File: src/sv/dfhe_pkg.sv
// ----------------------------------------------------------------------------
// dfhe_pkg
// Types, constants and range tables for the fixed-Huffman token encoder.
// ----------------------------------------------------------------------------
`default_nettype none

package dfhe_pkg;

  localparam logic [1:0] CMD_LITERAL = 2'd0;
  localparam logic [1:0] CMD_MATCH   = 2'd1;
  localparam logic [1:0] CMD_END     = 2'd2;

  localparam logic [7:0]  LIT_LOW_BASE   = 8'h30;
  localparam logic [8:0]  LIT_HIGH_BASE  = 9'h190;
  localparam logic [7:0]  LL_TAIL_BASE   = 8'hC0;
  localparam logic [7:0]  LIT_LOW_LAST   = 8'd143;
  localparam logic [8:0]  LIT_HIGH_FIRST = 9'd144;
  localparam logic [8:0]  EOB_SYM        = 9'd256;
  localparam logic [8:0]  LEN_SYM_FIRST  = 9'd257;
  localparam logic [8:0]  SHORT_SYM_LAST = 9'd279;
  localparam logic [8:0]  TAIL_SYM_FIRST = 9'd280;
  localparam logic [8:0]  LEN_MIN        = 9'd3;
  localparam logic [8:0]  LEN_MAX        = 9'd258;
  localparam logic [15:0] DIST_MIN       = 16'd1;
  localparam logic [15:0] DIST_MAX       = 16'd32768;

  localparam int LEN_RANGES  = 29;
  localparam int DIST_RANGES = 30;

  localparam logic [8:0] LEN_BASE [LEN_RANGES] = '{
    9'd3, 9'd4, 9'd5, 9'd6, 9'd7, 9'd8, 9'd9, 9'd10, 9'd11, 9'd13, 9'd15, 9'd17,
    9'd19, 9'd23, 9'd27, 9'd31, 9'd35, 9'd43, 9'd51, 9'd59, 9'd67, 9'd83, 9'd99,
    9'd115, 9'd131, 9'd163, 9'd195, 9'd227, 9'd258
  };
  localparam logic [2:0] LEN_BITS [LEN_RANGES] = '{
    3'd0, 3'd0, 3'd0, 3'd0, 3'd0, 3'd0, 3'd0, 3'd0, 3'd1, 3'd1, 3'd1, 3'd1,
    3'd2, 3'd2, 3'd2, 3'd2, 3'd3, 3'd3, 3'd3, 3'd3, 3'd4, 3'd4, 3'd4, 3'd4,
    3'd5, 3'd5, 3'd5, 3'd5, 3'd0
  };
  localparam logic [15:0] DIST_BASE [DIST_RANGES] = '{
    16'd1, 16'd2, 16'd3, 16'd4, 16'd5, 16'd7, 16'd9, 16'd13, 16'd17, 16'd25,
    16'd33, 16'd49, 16'd65, 16'd97, 16'd129, 16'd193, 16'd257, 16'd385,
    16'd513, 16'd769, 16'd1025, 16'd1537, 16'd2049, 16'd3073, 16'd4097,
    16'd6145, 16'd8193, 16'd12289, 16'd16385, 16'd24577
  };
  localparam logic [3:0] DIST_BITS [DIST_RANGES] = '{
    4'd0, 4'd0, 4'd0, 4'd0, 4'd1, 4'd1, 4'd2, 4'd2, 4'd3, 4'd3, 4'd4, 4'd4,
    4'd5, 4'd5, 4'd6, 4'd6, 4'd7, 4'd7, 4'd8, 4'd8, 4'd9, 4'd9, 4'd10, 4'd10,
    4'd11, 4'd11, 4'd12, 4'd12, 4'd13, 4'd13
  };

  typedef struct packed {
    logic [1:0]  command;
    logic [7:0]  literal_byte;
    logic [8:0]  match_length;
    logic [15:0] match_distance;
  } token_t;

  typedef struct packed {
    logic [8:0]  ll_code;
    logic [3:0]  ll_code_len;
    logic [4:0]  len_extra;
    logic [2:0]  len_extra_bits;
    logic [4:0]  dist_code;
    logic [12:0] dist_extra;
    logic [3:0]  dist_extra_bits;
    logic        has_distance;
  } code_t;

  function automatic logic [4:0] len_index(logic [8:0] len);
    logic [4:0] idx;
    idx = '0;
    for (int i = 1; i < LEN_RANGES; i++) begin
      if (len >= LEN_BASE[i]) idx = 5'(i);
    end
    return idx;
  endfunction

  function automatic logic [4:0] dist_index(logic [15:0] distance);
    logic [4:0] idx;
    idx = '0;
    for (int i = 1; i < DIST_RANGES; i++) begin
      if (distance >= DIST_BASE[i]) idx = 5'(i);
    end
    return idx;
  endfunction

  function automatic logic [4:0] rev5(logic [4:0] v);
    logic [4:0] r;
    for (int k = 0; k < 5; k++) r[k] = v[4-k];
    return r;
  endfunction

  function automatic logic [6:0] rev7(logic [6:0] v);
    logic [6:0] r;
    for (int k = 0; k < 7; k++) r[k] = v[6-k];
    return r;
  endfunction

  function automatic logic [7:0] rev8(logic [7:0] v);
    logic [7:0] r;
    for (int k = 0; k < 8; k++) r[k] = v[7-k];
    return r;
  endfunction

  function automatic logic [8:0] rev9(logic [8:0] v);
    logic [8:0] r;
    for (int k = 0; k < 9; k++) r[k] = v[8-k];
    return r;
  endfunction

endpackage

`default_nettype wire

File: src/sv/deflate_fixed_huffman_token_encoder.sv
// ----------------------------------------------------------------------------
// deflate_fixed_huffman_token_encoder
// Maps an LZ77 token to its fixed DEFLATE literal/length code and the
// length/distance extra-bit split.
// Throughput: one token per cycle; three register stages (clamp, range
// search, code/extra build), each stage advances when its successor frees up.
// Reset: synchronous rst empties every stage; the data registers are not reset.
// ----------------------------------------------------------------------------
`default_nettype none

module deflate_fixed_huffman_token_encoder (
  input  wire logic            clk,
  input  wire logic            rst,
  input  wire logic            tok_valid,
  output logic                 tok_ready,
  input  wire dfhe_pkg::token_t tok,
  output logic                 code_valid,
  input  wire logic            code_ready,
  output dfhe_pkg::code_t      code
);
  import dfhe_pkg::*;

  // stage 1: clamped token
  logic        v1;
  logic [1:0]  s1_cmd;
  logic [7:0]  s1_lit;
  logic [8:0]  s1_len;
  logic [15:0] s1_dist;
  // stage 2: range indexes
  logic        v2;
  logic [1:0]  s2_cmd;
  logic [7:0]  s2_lit;
  logic [8:0]  s2_len;
  logic [15:0] s2_dist;
  logic [4:0]  s2_li;
  logic [4:0]  s2_di;

  logic en1, en2, en3;
  logic [8:0]  len_sat;
  logic [15:0] dist_sat;
  logic [8:0]  sym;
  code_t       code_next;

  assign en3       = !code_valid || code_ready;
  assign en2       = !v2 || en3;
  assign en1       = !v1 || en2;
  assign tok_ready = en1;

  always_comb begin
    len_sat = tok.match_length;
    if (len_sat < LEN_MIN) len_sat = LEN_MIN;
    if (len_sat > LEN_MAX) len_sat = LEN_MAX;
    dist_sat = tok.match_distance;
    if (dist_sat < DIST_MIN) dist_sat = DIST_MIN;
    if (dist_sat > DIST_MAX) dist_sat = DIST_MAX;
  end

  always_comb begin
    code_next = '0;
    sym       = LEN_SYM_FIRST + 9'(s2_li);
    unique case (s2_cmd)
      CMD_LITERAL: begin
        if (s2_lit <= LIT_LOW_LAST) begin
          code_next.ll_code     = {1'b0, rev8(8'(LIT_LOW_BASE + s2_lit))};
          code_next.ll_code_len = 4'd8;
        end else begin
          code_next.ll_code     = rev9(9'(LIT_HIGH_BASE + {1'b0, s2_lit} - LIT_HIGH_FIRST));
          code_next.ll_code_len = 4'd9;
        end
      end
      CMD_MATCH: begin
        if (sym <= SHORT_SYM_LAST) begin
          code_next.ll_code     = {2'b00, rev7(7'(sym - EOB_SYM))};
          code_next.ll_code_len = 4'd7;
        end else begin
          code_next.ll_code = {1'b0,
            rev8(LL_TAIL_BASE + {5'd0, 3'(sym - TAIL_SYM_FIRST)})};
          code_next.ll_code_len = 4'd8;
        end
        code_next.len_extra       = 5'(s2_len - LEN_BASE[s2_li]);
        code_next.len_extra_bits  = LEN_BITS[s2_li];
        code_next.dist_code       = rev5(s2_di);
        code_next.dist_extra      = 13'(s2_dist - DIST_BASE[s2_di]);
        code_next.dist_extra_bits = DIST_BITS[s2_di];
        code_next.has_distance    = 1'b1;
      end
      default: begin
        // end of block, and the unused code treated alike
        code_next.ll_code     = {2'b00, rev7(7'(EOB_SYM - EOB_SYM))};
        code_next.ll_code_len = 4'd7;
      end
    endcase
  end

  always_ff @(posedge clk) begin
    if (rst) begin
      v1         <= 1'b0;
      v2         <= 1'b0;
      code_valid <= 1'b0;
    end else begin
      if (en1) v1 <= tok_valid;
      if (en2) v2 <= v1;
      if (en3) code_valid <= v2;
    end
    if (en1 && tok_valid) begin
      s1_cmd  <= tok.command;
      s1_lit  <= tok.literal_byte;
      s1_len  <= len_sat;
      s1_dist <= dist_sat;
    end
    if (en2 && v1) begin
      s2_cmd  <= s1_cmd;
      s2_lit  <= s1_lit;
      s2_len  <= s1_len;
      s2_dist <= s1_dist;
      s2_li   <= len_index(s1_len);
      s2_di   <= dist_index(s1_dist);
    end
    if (en3 && v2) begin
      code <= code_next;
    end
  end

`ifndef NO_ASSERTIONS
  a_reset_empty: assert property (@(posedge clk) rst |=> !code_valid)
    else $error("output valid after reset");
  a_empty_ready: assert property (@(posedge clk) disable iff (rst)
    !code_valid |-> tok_ready)
    else $error("input stalled with empty output stage");
  a_match_len: assert property (@(posedge clk) disable iff (rst)
    code_valid && code.has_distance |->
      (code.ll_code_len == 4'd7 || code.ll_code_len == 4'd8) &&
      code.dist_extra_bits <= 4'd13 && code.len_extra_bits <= 3'd5)
    else $error("bad match code lengths");
  a_plain_zero: assert property (@(posedge clk) disable iff (rst)
    code_valid && !code.has_distance |->
      code.len_extra == '0 && code.dist_code == '0 && code.dist_extra == '0 &&
      code.len_extra_bits == '0 && code.dist_extra_bits == '0)
    else $error("extra fields set on literal or end of block");
`endif

endmodule

`default_nettype wire

File: config.mk
export PLATFORM = sky130hd
export DESIGN_NAME = deflate_fixed_huffman_token_encoder
export DESIGN_NICKNAME = d
export VERILOG_FILES = /design/src/sv/dfhe_pkg.sv /design/src/sv/deflate_fixed_huffman_token_encoder.sv
export SDC_FILE = /design/constraint.sdc
export NUM_CORES = 1
export LEC_CHECK = 0
export BUFFER_PORTS_ARGS = -buffer_cell sky130_fd_sc_hd__buf_2
export CAP_MARGIN = 5
export CORE_ASPECT_RATIO = 0.8
export CORE_MARGIN = 2
export CORE_UTILIZATION = 59
export DETAILED_ROUTE_END_ITERATION = 8
export GPL_TIMING_DRIVEN = 0
export PLACE_DENSITY = 0.77
export REMOVE_ABC_BUFFERS = 1
export SYNTH_ARGS = -nofsm -noshare
export SYNTH_HDL_FRONTEND = slang
export SYNTH_SLANG_ARGS = --single-unit
export TNS_END_PERCENT = 1
File: constraint.sdc
create_clock -name clk -period 5.3 [get_ports clk]
set_input_delay 0.795 -clock clk [delete_from_list [all_inputs] [get_ports clk]]
set_output_delay 0.795 -clock clk [all_outputs]
set_load 0.02 [all_outputs]
# After elaboration in Yosys (flattened, before gate mapping)
# Memory sizes are Yosys's and may differ from the RTL's. A register that Yosys moved wholly into a read port is not among the register bits.
# Index checks and enable logic that the tools add are counted.
# classes
n_addsub,9
order_cmp,65
eq_ne,1
n_mux,65
bitwise,2
reduce_logical,17
# ops
operator,n
2-to-1 mux 5 bit,30
2-to-1 mux 4 bit,16
greater-or-equal comparator 9 x 4 -> 1 bit (second input constant),6
greater-or-equal comparator 16 x 3 -> 1 bit (second input constant),3
greater-or-equal comparator 9 x 5 -> 1 bit (second input constant),5
2-to-1 mux 13 bit,3
greater-or-equal comparator 9 x 3 -> 1 bit (second input constant),4
greater-or-equal comparator 9 x 6 -> 1 bit (second input constant),4
greater-or-equal comparator 9 x 7 -> 1 bit (second input constant),4
greater-or-equal comparator 9 x 8 -> 1 bit (second input constant),4
greater-or-equal comparator 16 x 10 -> 1 bit (second input constant),2
greater-or-equal comparator 16 x 11 -> 1 bit (second input constant),2
greater-or-equal comparator 16 x 12 -> 1 bit (second input constant),2
greater-or-equal comparator 16 x 13 -> 1 bit (second input constant),2
greater-or-equal comparator 16 x 14 -> 1 bit (second input constant),2
greater-or-equal comparator 16 x 15 -> 1 bit (second input constant),2
greater-or-equal comparator 16 x 2 -> 1 bit (second input constant),2
greater-or-equal comparator 16 x 4 -> 1 bit (second input constant),2
greater-or-equal comparator 16 x 5 -> 1 bit (second input constant),2
greater-or-equal comparator 16 x 6 -> 1 bit (second input constant),2
greater-or-equal comparator 16 x 7 -> 1 bit (second input constant),2
greater-or-equal comparator 16 x 8 -> 1 bit (second input constant),2
greater-or-equal comparator 16 x 9 -> 1 bit (second input constant),2
case mux 13 bit (2 select lines),1
33 further kinds,53
# word_totals
register_bits,113
rom_bits,1024
in_bits,39
output_inout_bits,46
elab_cells,187
mem_count,4
# memory_table
memory,words,width,rd,rd_clocked_by_memory_dff,wr,line_no,source
(name not given),32,16,1,0,0,deflate_fixed_huffman_token_encoder.sv:83,code_next.dist_extra = 13'(s2_dist - DIST_BASE[s2_di]);
(name not given),32,9,1,0,0,deflate_fixed_huffman_token_encoder.sv:80,code_next.len_extra = 5'(s2_len - LEN_BASE[s2_li]);
(name not given),32,4,1,1,0,deflate_fixed_huffman_token_encoder.sv:84,code_next.dist_extra_bits = DIST_BITS[s2_di];
(name not given),32,3,1,1,0,deflate_fixed_huffman_token_encoder.sv:81,code_next.len_extra_bits = LEN_BITS[s2_li];

# Depth between registers and ports, before layout
# logic_depth
depth_word,29
depth_mapped,13
depth_no_buf,13

# Worst setup path before layout
# OpenSTA, ideal clock, no wires.
# synth_timing
kind,input-to-reg
startpoint,input port code_ready
endpoint,register s2_cmd[0] (enable)
setup_ns,0.492
t_arrival_ns,3.689
required_ns,4.808
path_slack_ns,1.119
stages,2
n_path_buf,0
path_cell_list,nor2b_1 > a21boi_0
# synth_via
elab_chain_cells,3
# synth_rtl
element,line_no,source
"start, declared",deflate_fixed_huffman_token_encoder.sv:18,"input wire logic code_ready,"
logical OR 1 bit,deflate_fixed_huffman_token_encoder.sv:44,assign en3 = !code_valid || code_ready;
logical OR 1 bit,deflate_fixed_huffman_token_encoder.sv:45,assign en2 = !v2 || en3;
logical AND 1 bit,deflate_fixed_huffman_token_encoder.sv:111,if (en2 && v1) begin
"end signal, assigned",deflate_fixed_huffman_token_encoder.sv:112,s2_cmd <= s1_cmd;
"end, declared",deflate_fixed_huffman_token_encoder.sv:31,logic [1:0] s2_cmd;
# Every way passes these cells.
# A chain may end at the register's enable or synchronous reset.

# Worst setup path in the final report
# layout_timing
startpoint,register s2_di[1]
endpoint,"register code[17] in the netlist's numbering, data pin"
# layout_via
elab_chain_cells,5
# layout_rtl
element,line_no,source
"start, declared",deflate_fixed_huffman_token_encoder.sv:36,logic [4:0] s2_di;
"start signal, assigned",deflate_fixed_huffman_token_encoder.sv:117,s2_di <= dist_index(s1_dist);
inverter 5 -> 6 bit (not written as such),deflate_fixed_huffman_token_encoder.sv:83,
memory read (32 x 16 bit),n/a,
2-to-1 mux 13 bit (not written as such) (2 in series),deflate_fixed_huffman_token_encoder.sv:83,
subtractor 13 bit,deflate_fixed_huffman_token_encoder.sv:83,
"end signal, assigned",deflate_fixed_huffman_token_encoder.sv:120,code <= code_next;
"end, declared",deflate_fixed_huffman_token_encoder.sv:19,output dfhe_pkg::code_t code
# Every way passes these cells. The select of a mux whose other input is x is not followed.

==> impl_metrics.tcl <==
set metrics [dict create \
    antenna_left 0 \
    syn_inst 608 \
    post_drt_wl_per_cell_um 15.4 \
    dr.pass1.iters 5 \
    ir_drop_v 0.000346 \
    r2r_end "code[17]" \
    synth_cell_type_count 73 \
    dieWidth_um 123 \
    fin_setup_tns_ns 0 \
    r2r-start "s2_di[1]" \
    reg2reg_depth 12 \
    cts_buffers 17 \
    insertion_delay_ns 0.42 \
    hpwl_mm 9.12 \
    r2r_slack_ns 2.07 \
    grt-ovfl-total 0 \
    critPathKind "reg -> reg" \
    viasPerCell 5.69 \
    clockBufferDepth 2 \
    yosysTopAreaCellShare 0.519 \
    first_global_vias 4238 \
    status "complete, no violations" \
    num_vias 4742 \
    hold_buffers 0 \
    rsz0062_at_grt "false" \
    worstHoldStart "s1_lit[7]" \
    crit_fanout 7 \
    nNetsFinal 750 \
    dieHeight_um 99.4 \
    antenna_cells 0 \
    grt_usage 0.228 \
    hold_class "reg -> reg" \
    period_share 0.610 \
    h-tree-depth 4 \
    whs_endpoint "s2_lit[7]" \
    synth_top_cell_by_area "edfxtp_1" \
    fmax_mhz 309 \
    instances_no_fill 834 \
    yosys_warnings 0 \
    core-area_sq_um 11000 \
    dpl_worst_slack_ns 2.20 \
    min_period_ns 3.23 \
    drt_iter0_markers 421 \
    root_buffer "clkbuf_16" \
    maxCapViolations 0 \
    start_util 0.611 \
    maxSlewViolCount 0 \
    hold_viol 0 \
    critPathLaunchType "register" \
    placementRows 34 \
    seq_area_frac_synth 0.528 \
    cts_sinks 119 \
    synth_edf_count 116 \
    synthMostInstantiatedCell "edfxtp_1" \
    postSynth.asyncResetShare 0 \
    post_cts_buffers 0 \
    drive_gt1_frac 0.206 \
    multi_input_area_sq_um 2880 \
    setup_slack_ns 2.07 \
    fillers 762 \
    pin_count 85 \
    clock_skew_ns 0.0102 \
    cts_tree "built" \
    routed_wirelength_mm 12.8 \
    portBuffers 84 \
    synth_ff_type "edfxtp_1" \
    worst_pin_slew_ns 0.959 \
    synth_area_sq_um 6710 \
    antenna_found_initial 0 \
    setup_viol 0 \
    critPathRequiredTime_ns 5.54 \
    grt_start_max_net_pins 34 \
    area_growth_syn_to_layout_pct 16.3 \
    dp.cells 802 \
    powerDensity_nw_per_um2 329 \
    hold_depth 0 \
    dieArea_sq_um 12200 \
    drc 0 \
    cts.repair.resized 0 \
    seqCellArea_sq_um 3540 \
    yosys-top-cells-area "edfxtp_1, ha_1, nor2_1" \
    grt_pass1_wl_mm 21.2 \
    end_kind "register" \
    arrival_ns 3.47 \
    leakage_nw 2.94 \
    ys_seq_elements 119 \
    netlist_top_cells_count "edfxtp_1, nor2_1, nand2_1" \
    syn_area_per_cell_sq_um 11.0 \
    clkTransAtPathRegs_ns 0.05 \
    max-slew-margin-rel 0.361 \
    place_congestion 0.894 \
]
-- through the flow --
| stage | total power [mW] | util | instance area [sq um] | hold WS [ns] |
|---|---|---|---|---|
| after global placement | 1.41 | 0.647 | 7100 | 0.405 |
| after floorplan | 1.34 | - | 6500 | 0.400 |
| final | 2.57 | 0.711 | 7800 | 0.416 |
| after global routing | 2.67 | 0.711 | 7800 | 0.422 |
| after detailed placement | 1.43 | 0.656 | 7200 | 0.405 |
| after CTS | 2.59 | 0.711 | 7800 | 0.416 |
-- layer usage --
layer	GRT usage	wire, um	vias to the layer above	share of wire
met5	0	0	-	0
met4	0.0769	175	0	0.014
met3	0.0614	709	13	0.055
met2	0.323	5660	139	0.44
met1	0.341	6280	2188	0.49
li1	-	-	2402	-
-- final cells by class --
cell class	count	area share
clock buffers	23	0.0600
clock inverters	9	0.0165
flip-flops and latches	119	0.454
inverters	30	0.0144
multi-input cells	422	0.369
repair buffers	87	0.0626
well taps	144	0.0231
-- sequential cells by signal, summed over array words and instances, names as in the netlist --
register	count
code	43
s1_dist	16
s2_dist	13
s1_len	9
s1_lit	8
s2_lit	8
s2_di	5
s2_len	5
s2_li	5
s1_cmd	2
s2_cmd	2
code_valid	1
v1	1
v2	1
-- worst max path at each step --
stage | from | end | depth (start not counted)
floorplan | code_ready | s2_cmd[0] | 2
global placement | code_ready | s2_dist[0] | 3
detailed placement | s2_di[1] | code[17] | 12
CTS | s2_di[1] | code[17] | 12
global route | s2_di[1] | code[17] | 12
finish | s2_di[1] | code[17] | 12
-- report_power, final --
group	internal, mW	switching, mW
clock	0.761	0.395
combinational	0.112	0.143
sequential	1.10	0.0621
-- placed cells by master, fill, tap and decap left out, types with 17 or more instances in the layout --
cell / Yosys / layout
a21oi_1: 25 / 25
buf_2: 0 / 84
clkbuf_16: 0 / 17
edfxtp_1: 116 / 116
ha_1: 32 / 32
inv_1: 30 / 30
nand2_1: 37 / 37
nor2_1: 62 / 62
nor2b_1: 19 / 18
nor3_1: 17 / 17
o21ai_0: 35 / 35
-- worst max-delay path, stage by stage (launching register included) --
cell,delay (ns)
edfxtp_1,0.50
inv_1,0.22
ha_1,0.20
nor2b_1,0.17
mux2_2,0.18
nand2b_1,0.07
ha_1,0.35
o21a_1,0.20
o31a_1,0.13
o41ai_1,0.43
a31oi_1,0.21
o21a_1,0.22
nor3_1,0.17
-- cells by family (layout without fill, tap and decap cells) --
logic type / after synthesis / after routing / share of synthesized area
adder cells (fa/ha/maj): 34 / 34 / 0.0657
multiplexers: 17 / 17 / 0.0282
AO/OA/AOI/OAI: 144 / 144 / 0.146
XOR/XNOR: 17 / 17 / 0.0222
flip-flops: 119 / 119 / 0.528
buffers and inverters: 67 / 149 / 0.0472
AND/OR/NAND/NOR: 210 / 210 / 0.162
Note: power is estimated with default switching activity, not from simulation.
